===== config.mk =====
export PLATFORM = sky130hd
export DESIGN_NAME = chip8_instruction_execute_flat
export DESIGN_NICKNAME = d
export VERILOG_FILES = /design/src/rtl/c8x_pkg.sv /design/src/rtl/c8x_cmd_if.sv /design/src/rtl/c8x_rsp_if.sv /design/src/rtl/c8x_ram.sv /design/src/rtl/chip8_instruction_execute.sv /design/src/flat_wrapper.sv
export SDC_FILE = /design/constraint.sdc
export NUM_CORES = 1
export LEC_CHECK = 0
export ABC_CLOCK_PERIOD_IN_PS = 4450
export BUFFER_PORTS_ARGS = -buffer_cell sky130_fd_sc_hd__buf_2
export CAP_MARGIN = 25
export CORE_MARGIN = 4
export CORE_UTILIZATION = 57
export DETAILED_ROUTE_END_ITERATION = 12
export GPL_TIMING_DRIVEN = 0
export PLACE_DENSITY = 0.77
export SYNTH_ARGS = -nofsm -noshare
export SYNTH_HDL_FRONTEND = slang
export SYNTH_SLANG_ARGS = --single-unit

===== constraint.sdc =====
create_clock -name clk -period 4.45 [get_ports clk]
set_input_delay 0.6675 -clock clk [delete_from_list [all_inputs] [get_ports clk]]
set_output_delay 0.6675 -clock clk [all_outputs]
set_load 0.1 [all_outputs]

===== src/rtl/c8x_pkg.sv =====
// shared types and constants for the chip-8 instruction execute block
package c8x_pkg;

  // default return stack depth
  localparam int C8X_STACK_DEPTH = 16;

  // field widths
  localparam int INSN_W  = 16;
  localparam int BYTE_W  = 8;
  localparam int ADDR_W  = 12;
  localparam int REG_NUM = 16;
  localparam int REG_AW  = 4;

  // program counter after reset
  localparam logic [ADDR_W-1:0] PC_RESET = 12'h200;

  // flag register index
  localparam logic [REG_AW-1:0] FLAG_REG = 4'hF;

  // whole-word system opcodes
  localparam logic [INSN_W-1:0] INSN_CLS = 16'h00E0;
  localparam logic [INSN_W-1:0] INSN_RET = 16'h00EE;

  // top nibble of the opcode
  typedef enum logic [3:0] {
    OP_SYS     = 4'h0,
    OP_JP      = 4'h1,
    OP_CALL    = 4'h2,
    OP_SE_IMM  = 4'h3,
    OP_SNE_IMM = 4'h4,
    OP_SE_REG  = 4'h5,
    OP_LD_IMM  = 4'h6,
    OP_ADD_IMM = 4'h7,
    OP_ALU     = 4'h8,
    OP_SNE_REG = 4'h9,
    OP_LD_I    = 4'hA,
    OP_JP_V0   = 4'hB,
    OP_RND     = 4'hC,
    OP_DRW     = 4'hD,
    OP_KEY     = 4'hE,
    OP_MISC    = 4'hF
  } opclass_t;

  // low nibble of the 8xyn group
  localparam logic [3:0] ALU_MOV  = 4'h0;
  localparam logic [3:0] ALU_OR   = 4'h1;
  localparam logic [3:0] ALU_AND  = 4'h2;
  localparam logic [3:0] ALU_XOR  = 4'h3;
  localparam logic [3:0] ALU_ADD  = 4'h4;
  localparam logic [3:0] ALU_SUB  = 4'h5;
  localparam logic [3:0] ALU_SHR  = 4'h6;
  localparam logic [3:0] ALU_SUBN = 4'h7;
  localparam logic [3:0] ALU_SHL  = 4'hE;

  // register file write
  typedef struct packed {
    logic              en;
    logic [REG_AW-1:0] addr;
    logic [BYTE_W-1:0] data;
  } reg_wr_t;

endpackage


===== src/rtl/c8x_cmd_if.sv =====
// request channel: instruction word and random byte
interface c8x_cmd_if;
  import c8x_pkg::*;

  logic              valid;
  logic              ready;
  logic [INSN_W-1:0] instruction;
  logic [BYTE_W-1:0] random_byte;

  modport source (output valid, output instruction, output random_byte, input ready);
  modport sink   (input valid, input instruction, input random_byte, output ready);
endinterface


===== src/rtl/c8x_rsp_if.sv =====
// result channel: next pc, index, clear flag and status
interface c8x_rsp_if;
  import c8x_pkg::*;

  logic              valid;
  logic              ready;
  logic [ADDR_W-1:0] next_pc;
  logic [ADDR_W-1:0] index_value;
  logic              display_clear;
  logic              status;

  modport source (output valid, output next_pc, output index_value,
                  output display_clear, output status, input ready);
  modport sink   (input valid, input next_pc, input index_value,
                  input display_clear, input status, output ready);
endinterface


===== src/rtl/c8x_ram.sv =====
// generic single-write, single-read ram with registered read data
module c8x_ram #(
  parameter int WIDTH = 8,
  parameter int DEPTH = 16
) (
  input  logic                     clk,
  input  logic                     we,
  input  logic [$clog2(DEPTH)-1:0] waddr,
  input  logic [WIDTH-1:0]         wdata,
  input  logic                     re,
  input  logic [$clog2(DEPTH)-1:0] raddr,
  output logic [WIDTH-1:0]         rdata
);

  logic [WIDTH-1:0] mem [DEPTH];

  // write port
  always_ff @(posedge clk) begin
    if (we) begin
      mem[waddr] <= wdata;
    end
  end

  // registered read port
  always_ff @(posedge clk) begin
    if (re) begin
      rdata <= mem[raddr];
    end
  end

endmodule


===== src/rtl/chip8_instruction_execute.sv =====
// chip-8 execute: regfile, stack and pc update, one instruction per cycle unless stalled
//
// Takes one CHIP-8 opcode per request and returns next pc, index register, clear-screen
// flag and an unimplemented-opcode status. Sustained rate is one instruction per cycle
// while results are taken; a request passes the execute stage, then the output register.
// V0-VE and the return stack live in synchronous rams read at the request edge; VF, pc,
// index and stack pointer are flip-flops. A write committed by the instruction ahead is
// forwarded into the next one, so back-to-back dependent instructions need no stall. The
// result sits in an output register, so one more request is taken while a result waits.
module chip8_instruction_execute #(
  parameter int STACK_DEPTH = c8x_pkg::C8X_STACK_DEPTH
) (
  input logic        clk,
  input logic        rst,
  c8x_cmd_if.sink    cmd,
  c8x_rsp_if.source  rsp
);
  import c8x_pkg::*;

  localparam int              SPW     = $clog2(STACK_DEPTH);
  localparam logic [SPW-1:0]  SP_LAST = SPW'(STACK_DEPTH - 1);

  // pipeline control
  logic s1_valid;
  logic out_valid;
  logic s1_adv;
  logic acc;

  // execute stage payload
  logic [INSN_W-1:0] s1_insn;
  logic [BYTE_W-1:0] s1_rnd;
  logic [SPW-1:0]    s1_stk_addr;

  // architectural state in flops
  logic [ADDR_W-1:0]  pc;
  logic [ADDR_W-1:0]  idx;
  logic [BYTE_W-1:0]  vf;
  logic [SPW-1:0]     sp;
  logic [REG_NUM-1:0] rf_init;

  // forwarding from the instruction ahead
  reg_wr_t            fwd;
  logic               stk_fwd_hit;
  logic [ADDR_W-1:0]  stk_fwd_data;

  // ram read data
  logic [BYTE_W-1:0] rf_a_q;
  logic [BYTE_W-1:0] rf_b_q;
  logic [ADDR_W-1:0] stk_q;

  // output register
  logic [ADDR_W-1:0] out_pc;
  logic [ADDR_W-1:0] out_idx;
  logic              out_clr;
  logic              out_bad;

  // request side decode
  opclass_t          in_op;
  logic [REG_AW-1:0] in_x;
  logic [REG_AW-1:0] in_b_addr;
  logic              in_call;
  logic              in_ret;
  logic [SPW-1:0]    sp_inc;
  logic [SPW-1:0]    sp_dec;
  logic [SPW-1:0]    sp_next;

  // execute stage decode
  opclass_t          op;
  logic [REG_AW-1:0] x;
  logic [REG_AW-1:0] b_addr;
  logic [3:0]        n;
  logic [BYTE_W-1:0] kk;
  logic [ADDR_W-1:0] nnn;
  logic              s1_call;
  logic [BYTE_W-1:0] vx;
  logic [BYTE_W-1:0] vb;
  logic [ADDR_W-1:0] ret_pc;
  logic [ADDR_W-1:0] pc_adv;

  // execute results
  logic [ADDR_W-1:0] pc_new;
  logic [ADDR_W-1:0] idx_new;
  logic              clr;
  logic              bad;
  logic              skip;
  logic              vx_we;
  logic [BYTE_W-1:0] vx_val;
  logic              flag_we;
  logic              flag_val;
  logic [BYTE_W:0]   sum9;
  reg_wr_t           rf_wr;
  logic              vf_we;
  logic [BYTE_W-1:0] vf_val;

  // handshake
  assign s1_adv    = s1_valid && (!out_valid || rsp.ready);
  assign cmd.ready = !s1_valid || s1_adv;
  assign acc       = cmd.valid && cmd.ready;

  // request decode and stack pointer update
  always_comb begin
    in_op     = opclass_t'(cmd.instruction[15:12]);
    in_x      = cmd.instruction[11:8];
    in_b_addr = (in_op == OP_JP_V0) ? '0 : cmd.instruction[7:4];
    in_call   = (in_op == OP_CALL);
    in_ret    = (cmd.instruction == INSN_RET);
    sp_inc    = (sp == SP_LAST) ? '0 : sp + 1'b1;
    sp_dec    = (sp == '0) ? SP_LAST : sp - 1'b1;
    if (in_call) begin
      sp_next = sp_inc;
    end else if (in_ret) begin
      sp_next = sp_dec;
    end else begin
      sp_next = sp;
    end
  end

  // register file, port a reads vx
  c8x_ram #(.WIDTH(BYTE_W), .DEPTH(REG_NUM)) u_rf_a (
    .clk   (clk),
    .we    (rf_wr.en),
    .waddr (rf_wr.addr),
    .wdata (rf_wr.data),
    .re    (acc),
    .raddr (in_x),
    .rdata (rf_a_q)
  );

  // register file copy, port b reads vy or v0
  c8x_ram #(.WIDTH(BYTE_W), .DEPTH(REG_NUM)) u_rf_b (
    .clk   (clk),
    .we    (rf_wr.en),
    .waddr (rf_wr.addr),
    .wdata (rf_wr.data),
    .re    (acc),
    .raddr (in_b_addr),
    .rdata (rf_b_q)
  );

  // return stack
  c8x_ram #(.WIDTH(ADDR_W), .DEPTH(STACK_DEPTH)) u_stack (
    .clk   (clk),
    .we    (s1_adv && s1_call),
    .waddr (s1_stk_addr),
    .wdata (pc_adv),
    .re    (acc),
    .raddr (sp_dec),
    .rdata (stk_q)
  );

  // execute stage operand fetch
  always_comb begin
    op      = opclass_t'(s1_insn[15:12]);
    x       = s1_insn[11:8];
    b_addr  = (op == OP_JP_V0) ? '0 : s1_insn[7:4];
    n       = s1_insn[3:0];
    kk      = s1_insn[7:0];
    nnn     = s1_insn[11:0];
    s1_call = (op == OP_CALL);
    pc_adv  = pc + 12'd2;
    ret_pc  = stk_fwd_hit ? stk_fwd_data : stk_q;

    if (x == FLAG_REG) begin
      vx = vf;
    end else if (fwd.en && fwd.addr == x) begin
      vx = fwd.data;
    end else if (rf_init[x]) begin
      vx = rf_a_q;
    end else begin
      vx = '0;
    end

    if (b_addr == FLAG_REG) begin
      vb = vf;
    end else if (fwd.en && fwd.addr == b_addr) begin
      vb = fwd.data;
    end else if (rf_init[b_addr]) begin
      vb = rf_b_q;
    end else begin
      vb = '0;
    end
  end

  // instruction execute
  always_comb begin
    pc_new   = pc_adv;
    idx_new  = idx;
    clr      = 1'b0;
    bad      = 1'b0;
    skip     = 1'b0;
    vx_we    = 1'b0;
    vx_val   = vx;
    flag_we  = 1'b0;
    flag_val = 1'b0;
    sum9     = {1'b0, vx} + {1'b0, vb};

    case (op)
      OP_SYS: begin
        if (s1_insn == INSN_CLS) begin
          clr = 1'b1;
        end else if (s1_insn == INSN_RET) begin
          pc_new = ret_pc;
        end else begin
          bad = 1'b1;
        end
      end
      OP_JP, OP_CALL: begin
        pc_new = nnn;
      end
      OP_SE_IMM: begin
        skip = (vx == kk);
      end
      OP_SNE_IMM: begin
        skip = (vx != kk);
      end
      OP_SE_REG: begin
        if (n == '0) skip = (vx == vb);
        else bad = 1'b1;
      end
      OP_LD_IMM: begin
        vx_we  = 1'b1;
        vx_val = kk;
      end
      OP_ADD_IMM: begin
        vx_we  = 1'b1;
        vx_val = vx + kk;
      end
      OP_ALU: begin
        vx_we = 1'b1;
        case (n)
          ALU_MOV: vx_val = vb;
          ALU_OR:  vx_val = vx | vb;
          ALU_AND: vx_val = vx & vb;
          ALU_XOR: vx_val = vx ^ vb;
          ALU_ADD: begin
            vx_val   = sum9[BYTE_W-1:0];
            flag_we  = 1'b1;
            flag_val = sum9[BYTE_W];
          end
          ALU_SUB: begin
            vx_val   = vx - vb;
            flag_we  = 1'b1;
            flag_val = (vx >= vb);
          end
          ALU_SHR: begin
            vx_val   = {1'b0, vx[BYTE_W-1:1]};
            flag_we  = 1'b1;
            flag_val = vx[0];
          end
          ALU_SUBN: begin
            vx_val   = vb - vx;
            flag_we  = 1'b1;
            flag_val = (vb >= vx);
          end
          ALU_SHL: begin
            vx_val   = {vx[BYTE_W-2:0], 1'b0};
            flag_we  = 1'b1;
            flag_val = vx[BYTE_W-1];
          end
          default: begin
            vx_we = 1'b0;
            bad   = 1'b1;
          end
        endcase
      end
      OP_SNE_REG: begin
        if (n == '0) skip = (vx != vb);
        else bad = 1'b1;
      end
      OP_LD_I: begin
        idx_new = nnn;
      end
      OP_JP_V0: begin
        pc_new = nnn + ADDR_W'(vb);
      end
      OP_RND: begin
        vx_we  = 1'b1;
        vx_val = s1_rnd & kk;
      end
      default: begin
        bad = 1'b1;
      end
    endcase

    if (skip) begin
      pc_new = pc_adv + 12'd2;
    end

    // vx to ram unless it is vf; the flag is written last and wins
    rf_wr.en   = s1_adv && vx_we && (x != FLAG_REG);
    rf_wr.addr = x;
    rf_wr.data = vx_val;
    vf_we      = s1_adv && (flag_we || (vx_we && x == FLAG_REG));
    vf_val     = flag_we ? BYTE_W'(flag_val) : vx_val;
  end

  // control state
  always_ff @(posedge clk) begin
    if (rst) begin
      s1_valid    <= 1'b0;
      out_valid   <= 1'b0;
      sp          <= '0;
      pc          <= PC_RESET;
      idx         <= '0;
      vf          <= '0;
      rf_init     <= '0;
      fwd.en      <= 1'b0;
      stk_fwd_hit <= 1'b0;
    end else begin
      if (acc) begin
        s1_valid <= 1'b1;
      end else if (s1_adv) begin
        s1_valid <= 1'b0;
      end
      if (s1_adv) begin
        out_valid <= 1'b1;
      end else if (rsp.ready) begin
        out_valid <= 1'b0;
      end
      if (acc) begin
        sp          <= sp_next;
        fwd         <= rf_wr;
        stk_fwd_hit <= s1_adv && s1_call && (s1_stk_addr == sp_dec);
      end
      if (s1_adv) begin
        pc  <= pc_new;
        idx <= idx_new;
      end
      if (vf_we) begin
        vf <= vf_val;
      end
      if (rf_wr.en) begin
        rf_init[x] <= 1'b1;
      end
    end
  end

  // payload registers
  always_ff @(posedge clk) begin
    if (acc) begin
      s1_insn      <= cmd.instruction;
      s1_rnd       <= cmd.random_byte;
      s1_stk_addr  <= in_call ? sp : sp_dec;
      stk_fwd_data <= pc_adv;
    end
    if (s1_adv) begin
      out_pc  <= pc_new;
      out_idx <= idx_new;
      out_clr <= clr;
      out_bad <= bad;
    end
  end

  // result channel
  assign rsp.valid         = out_valid;
  assign rsp.next_pc       = out_pc;
  assign rsp.index_value   = out_idx;
  assign rsp.display_clear = out_clr;
  assign rsp.status        = out_bad;

endmodule


===== src/flat_wrapper.sv =====
// flat-port wrapper written by rule: the top's interface ports become plain ports
module chip8_instruction_execute_flat import c8x_pkg::*;
#(
  parameter int STACK_DEPTH = c8x_pkg::C8X_STACK_DEPTH
)
  (clk, rst, cmd_valid, cmd_instruction, cmd_random_byte, cmd_ready, rsp_valid, rsp_next_pc, rsp_index_value, rsp_display_clear, rsp_status, rsp_ready);
  c8x_cmd_if cmd_i ();
  c8x_rsp_if rsp_i ();
  input logic clk;
  input logic rst;
  input wire logic [$bits(cmd_i.valid)-1:0] cmd_valid;
  input wire logic [$bits(cmd_i.instruction)-1:0] cmd_instruction;
  input wire logic [$bits(cmd_i.random_byte)-1:0] cmd_random_byte;
  output wire logic [$bits(cmd_i.ready)-1:0] cmd_ready;
  output wire logic [$bits(rsp_i.valid)-1:0] rsp_valid;
  output wire logic [$bits(rsp_i.next_pc)-1:0] rsp_next_pc;
  output wire logic [$bits(rsp_i.index_value)-1:0] rsp_index_value;
  output wire logic [$bits(rsp_i.display_clear)-1:0] rsp_display_clear;
  output wire logic [$bits(rsp_i.status)-1:0] rsp_status;
  input wire logic [$bits(rsp_i.ready)-1:0] rsp_ready;
  assign cmd_i.valid = cmd_valid;
  assign cmd_i.instruction = cmd_instruction;
  assign cmd_i.random_byte = cmd_random_byte;
  assign cmd_ready = cmd_i.ready;
  assign rsp_valid = rsp_i.valid;
  assign rsp_next_pc = rsp_i.next_pc;
  assign rsp_index_value = rsp_i.index_value;
  assign rsp_display_clear = rsp_i.display_clear;
  assign rsp_status = rsp_i.status;
  assign rsp_i.ready = rsp_ready;
  chip8_instruction_execute #(.STACK_DEPTH(STACK_DEPTH)) u_core (.clk(clk), .rst(rst), .cmd(cmd_i), .rsp(rsp_i));
endmodule

Word-level counts from Yosys, hierarchy flattened

Memory sizes are Yosys's and may differ from the RTL's. A register that Yosys moved wholly into a read port is not among the register bits.
Index checks and enable logic that the tools add are counted.

Flip-flop bits (word level): 134
RAM bits: 448
Input port bits: 28
Word-level logic and storage cells: 159
Memories kept: 3

Memory list:

| memory             | words | width | read ports | clocked after Yosys merged registers in | write ports | RTL line      | source |
|---|---|---|---|---|---|---|---|
| u_core.u_stack.mem | 16    | 12    | 1          | 1                                       | 1           | c8x_ram.sv:15 | `logic [WIDTH-1:0] mem [DEPTH];` |
| u_core.u_rf_a.mem  | 16    | 8     | 1          | 1                                       | 1           | c8x_ram.sv:15 |  |
| u_core.u_rf_b.mem  | 16    | 8     | 1          | 1                                       | 1           | c8x_ram.sv:15 |  |

Add/subtract/negate cells: 9
$lt $le $gt $ge: 5
Equality and inequality tests: 36
Multiplexer cells: 51
Bitwise logic cells: 6
Reductions and logical operators: 30

Operator list:

| cell                                                  | number |
|---|---|
| case mux 8 bit (9 select lines)                       | 1 |
| two-way mux 12 bit                                    | 5 |
| two-way mux 8 bit                                     | 7 |
| equality test 16 x 8 -> 1 bit (second input constant) | 3 |
| equality test 4 bit (second input constant)           | 10 |
| case mux 12 bit (3 select lines)                      | 1 |
| equality test 4 x 3 -> 1 bit (second input constant)  | 8 |
| case mux 8 bit (4 select lines)                       | 1 |
| two-way mux 4 bit                                     | 7 |
| adder 12 x 2 -> 12 bit (second input constant)        | 2 |
| two-way mux 1 bit                                     | 22 |
| equality test 4 x 2 -> 1 bit (second input constant)  | 5 |
| OR reduction 9 bit                                    | 2 |
| AND 8 bit                                             | 2 |
| equality test 8 bit                                   | 2 |
| >= comparator 8 bit                                   | 2 |
| != test 8 bit                                         | 2 |
| OR 16 bit                                             | 1 |
| subtractor 8 bit                                      | 2 |
| adder 12 x 8 -> 12 bit                                | 1 |
| equality test 4 bit                                   | 3 |
| zero test 4 bit                                       | 3 |
| logical AND 1 bit                                     | 11 |
| < comparator 4 x 5 -> 1 bit (second input constant)   | 2 |
| 22 further kinds                                      | 32 |

Depth between registers and ports, before layout

Depth after elaboration: 11
Mapped depth: 22

By module

From an unflattened synthesis, not the netlist that was laid out.

Cell total of the unflattened synthesis: 1914
Area, all modules: 27961.8 um^2

By module, submodules not included:

| module                       | times used | cells an instance | area each (um^2) | seq. area each (um^2) |
|---|---|---|---|---|
| c8x_ram at u_core.u_rf_a ... | 2          | 229               | 5227.5           | 4083.9 |
| chip8_instruction_execute    | 1          | 1127              | 9786.9           | 3463.3 |
| c8x_ram at u_core.u_stack    | 1          | 329               | 7719.9           | 6125.9 |

Worst setup path after synthesis

OpenSTA, ideal clock, no wires.

Kind: flip-flop to flip-flop
From: register u_core.s1_insn[4]
To: register u_core.fwd[5] (netlist name) (data pin)
Library setup time: 0.358 ns
Arrival time: 4.502 ns
Path slack: -0.411 ns
Stages on the path, launching flop included: 20
Path buffers: 2
Period minus slack after synthesis: 4.861 ns
Path through: edfxtp_1 -> clkbuf_1 -> clkbuf_1 -> nor2_1 -> a221oi_1 -> o32ai_1 -> a32oi_1 -> and2_1 -> nand2_1 -> a31oi_1 -> inv_1 -> ha_1 -> o21bai_1 -> a21oi_1 -> o21bai_1 -> a21oi_1 -> a221o_1 -> a21o_1 -> a211oi_1 -> a211oi_1

RTL lines:

| item                     | RTL line                         | source |
|---|---|---|
| start: declaration       | chip8_instruction_execute.sv:30  | `logic [INSN_W-1:0] s1_insn;` |
| start signal: assignment | chip8_instruction_execute.sv:341 | `s1_insn <= cmd.instruction;` |
| end signal: assignment   | chip8_instruction_execute.sv:322 | `fwd <= rf_wr;` |
| end: declaration         | chip8_instruction_execute.sv:42  | `reg_wr_t fwd;` |

==> impl_metrics.tcl <==
set metrics [dict create \
    status "finished with violations" \
    failed_checks "negative setup slack" \
    drt_drc_violations_left 0 \
    die_width_um 211.5 \
    wp_data_required_ps 4770 \
    internal_mw 7.929 \
    timing_worst_setup_path_type "flop to flop" \
    setup_violations 148 \
    clock_skew_ps 14.36 \
    timing_hold_violations_final 0 \
    power.sequential.fraction_pct 48.0 \
    clock_path_buffers 3 \
    gpl_congestion 0.9887 \
    core_area_mm2 0.04092 \
    synth_top_cells_by_count "426 x sky130_fd_sc_hd__edfxtp_1, 153 x sky130_fd_sc_hd__nor2_1, 120 x sky130_fd_sc_hd__nand2_1, 110 x sky130_fd_sc_hd__a21oi_1, 108 x sky130_fd_sc_hd__mux4_2" \
    fp.dieH_um 211.5 \
    sink_count 482 \
    worstSetupEndpointType "flop" \
    pin_slew_with_the_least_headroom_to_its_limit_ps 1182 \
    slew_viol_final 0 \
    synthTopCellsByArea "sky130_fd_sc_hd__edfxtp_1 54%, sky130_fd_sc_hd__mux4_2 10%, sky130_fd_sc_hd__dfxtp_1 4.7%, sky130_fd_sc_hd__ha_1 2.8%, sky130_fd_sc_hd__nor2_1 2.4%" \
    globalRouteTotalUtil_pct 31.09 \
    syn_to_layout_area_delta_pct 21.78 \
    critical-path-top-cell-by-count "sky130_fd_sc_hd__mux4_2" \
    netSwitchingFraction_pct 25.37 \
    numPortBuffers 54 \
    antenna_found_initial 6 \
    max_cap_viol_count 0 \
    period_needed_ps 4935 \
    worstSkewPairLatency_ps 590 \
    yosysMostFrequentCell "sky130_fd_sc_hd__edfxtp_1" \
    final_cell_area_mm2 0.02875 \
    postRouteWirelength_um 73780 \
    power_density_mw_per_mm2 369.6 \
    cp_cell_sequence "buf_6 -> mux4_2 -> mux4_2 -> o21a_4 -> a221oi_4 -> nor2_4 -> buf_12 -> ha_4 -> inv_2 -> fa_2 -> nor2b_4 -> o21ai_2 -> a21boi_2 -> o21a_1 -> or3_4 -> a31o_4 -> a2111oi_4 -> o211ai_1 -> buf_4 -> and2_4" \
    ant_nets 0 \
    timing.hold.ws_ps 255.9 \
    total_die_area_mm2 0.04473 \
    synthesis.instances 1762 \
    drt-wirelength-per-cell_um 28.65 \
    top_routing_layer_used "met5" \
    vdd_ir_drop_max_uv 281.6 \
    total_power_mw 10.63 \
    fmax_mhz 202.6 \
    postLayoutSetupSlackWorst_ps -485.2 \
    switchingPower_mw 2.696 \
    power.clock.fraction_pct 38.9 \
    hold_path_class "input pin to flop" \
    first_global_vias 17090 \
    synth.distinct_cells 80 \
    reg2reg_from "u_core.s1_insn[9]" \
    cp_slowest_stage_delay_ps 530 \
    grt_pass1_wl_um 105300 \
    synth.yosys.seq_area_share_pct 58.94 \
    ctsHoldBuffers 0 \
    cp.arrival_ps 5260 \
    dpl-instance-area_mm2 0.02505 \
    hp-start "cmd_random_byte[4]" \
    timing.critical_path.from "u_core.s1_insn[9]" \
    detailed_route_wire_length_on_metal_1_um 26570 \
    leading_register_cell_type_out_of_synthesis "sky130_fd_sc_hd__edfxtp_1" \
    power.static_leakage_nw 9.767 \
    wl_met2_um 33440 \
    first_iter_violations 2606 \
    initial_core_util_pct 57.68 \
    syn-cell-area_mm2 0.02361 \
    grt_setup_unrepaired "true" \
    worst_path_max_delay_cell "sky130_fd_sc_hd__mux4_2" \
    dpl.hpwl_um 46670 \
    count_of_h_tree_levels_built_during_cts 2 \
    timing.max_slew.rel_slack_pct 20.62 \
    tritoncts "done" \
    number_of_register_bits_inferred_by_synthesis 482 \
    path_max_fanout 7 \
    netlist.top_cell.by_area "sky130_fd_sc_hd__edfxtp_1" \
    largest_net_degree_at_the_start_of_global_routing 39 \
    dr.pass1.iters 8 \
    num-nets-final 2086 \
    clkSlewWorstSetupHoldPaths_ps 60 \
    layout.cells.non_filler 2575 \
    gr-total-overflow 0 \
    drive_gt1_share_pct 29.95 \
    portion_of_total_power_attributed_to_combinational_logic_pct 13.1 \
    routed-wl-met3_um 9361 \
    cts-buffers-inserted 48 \
    number_of_synthesized_flops_with_an_enable_pin 426 \
    io_pins 56 \
    startpoint_type "flop" \
    placement.setup.worst_slack_ps -1732 \
    finalCoreUtilization_pct 70.25 \
    fin_tns_setup_ps -41440 \
    finalCritPeriodShare_pct 110.9 \
    count_of_synthesis_stage_warnings_from_yosys 0 \
    routed_vias 17880 \
    synth-async-reset-ratio_pct 0 \
    core.rowCount 74 \
    synthDominantCellAreaShare_pct 54.19 \
    root_buffer "sky130_fd_sc_hd__clkbuf_16" \
    avgSynthCellArea_um2 13.40 \
    avgViaCountPerCell 6.944 \
    numPlacedInstances 2384 \
]
==> registers in the layout (all words and copies together), names as in the netlist <==
| name | flops |
|---|---|
| u_core.fwd | 13 |
| u_core.idx | 12 |
| u_core.pc | 12 |
| u_core.rf_init | 16 |
| u_core.rsp.display_clear | 1 |
| u_core.rsp.index_value | 12 |
| u_core.rsp.next_pc | 12 |
| u_core.rsp.status | 1 |
| u_core.rsp.valid | 1 |
| u_core.s1_insn | 16 |
| u_core.s1_rnd | 8 |
| u_core.s1_stk_addr | 4 |
| u_core.s1_valid | 1 |
| u_core.sp | 4 |
| u_core.stk_fwd_data | 12 |
| u_core.stk_fwd_hit | 1 |
| u_core.u_rf_a.rdata | 8 |
| u_core.u_rf_b.mem | 128 |
| u_core.u_rf_b.rdata | 8 |
| u_core.u_stack.mem | 192 |
| u_core.u_stack.rdata | 12 |
| u_core.vf | 8 |
==> layout by cell type, fill, tap and decap left out, drive strengths merged, types with 46 or more instances in the layout <==
master / count
edfxtp: 426
buf: 198
nor2: 153
clkbuf: 146
nand2: 120
a21oi: 111
mux4: 108
o21ai: 84
dfxtp: 56
inv: 52
ha: 52
mux2: 46
==> kinds of logic after synthesis <==
| logic type | count (synthesis) | synth area share (%) |
|---|---|---|
| compound gates | 388 | 10.89 |
| xor+xnor | 40 | 1.484 |
| fa+ha+maj | 57 | 3.180 |
| buf+inv | 157 | 2.565 |
| flops | 482 | 58.94 |
| mux | 192 | 14.13 |
| other cells | 1 | 0.01589 |
| simple gates | 445 | 8.798 |
==> worst max-delay path: cells and delay by family, from the launching register on <==
family          cells  cell delay (ps)
compound gates      8             1630
fa+ha+maj           2              370
simple gates        4              710
mux                 2             1020
flops               1              360
buf+inv             4              550
==> worst paths after layout <==
check                                                to  slack, ps  cells past startpoint
worst max-delay path            u_core.u_rf_b.mem[2][6]       -490                     20
worst min-delay path                   u_core.s1_rnd[4]        260                      1
worst max register to register  u_core.u_rf_b.mem[2][6]       -490                     20
worst min register to register           u_core.idx[11]        460                      2
==> power by group through the flow <==
stage / Clock (mW) / Combinational, mW / Sequential [mW]
after floorplan: 0 / 0.624 / 5.26
after global placement: 0 / 0.999 / 5.19
after detailed placement: 0 / 1.05 / 5.19
after CTS: 4.14 / 1.21 / 5.09
after global routing: 4.36 / 1.44 / 5.10
final: 4.14 / 1.39 / 5.10
==> timing repair <==
action	4_1_cts	5_1_grt
pin swaps	37	59
endpoints found under the setup margin	166	149
resized for setup	166	103
endpoints found under the hold margin	0	0
gates cloned	5	6
buffers inserted	56	35
==> layout make-up <==
cell class	count	area [µm²]
Clock inverter	27	272.8
Tap cell	532	665.6
Buffer	96	439.2
Timing Repair Buffer	186	1620
Fill cell	2516	12180
Sequential cell	482	13910
Inverter	53	209.0
Antenna cell	3	7.507
Multi-Input combinational cell	1134	10300
Clock buffer	62	1318
==> per-layer routing <==
layer / track usage [%] / vias to the layer above
met3: 7.617 / 319
met2: 47.93 / 1449
met1: 42.92 / 8723
met4: 13.11 / 6
li1: - / 7384
met5: 0 / -
No activity file was read; power rests on OpenSTA's default activity.
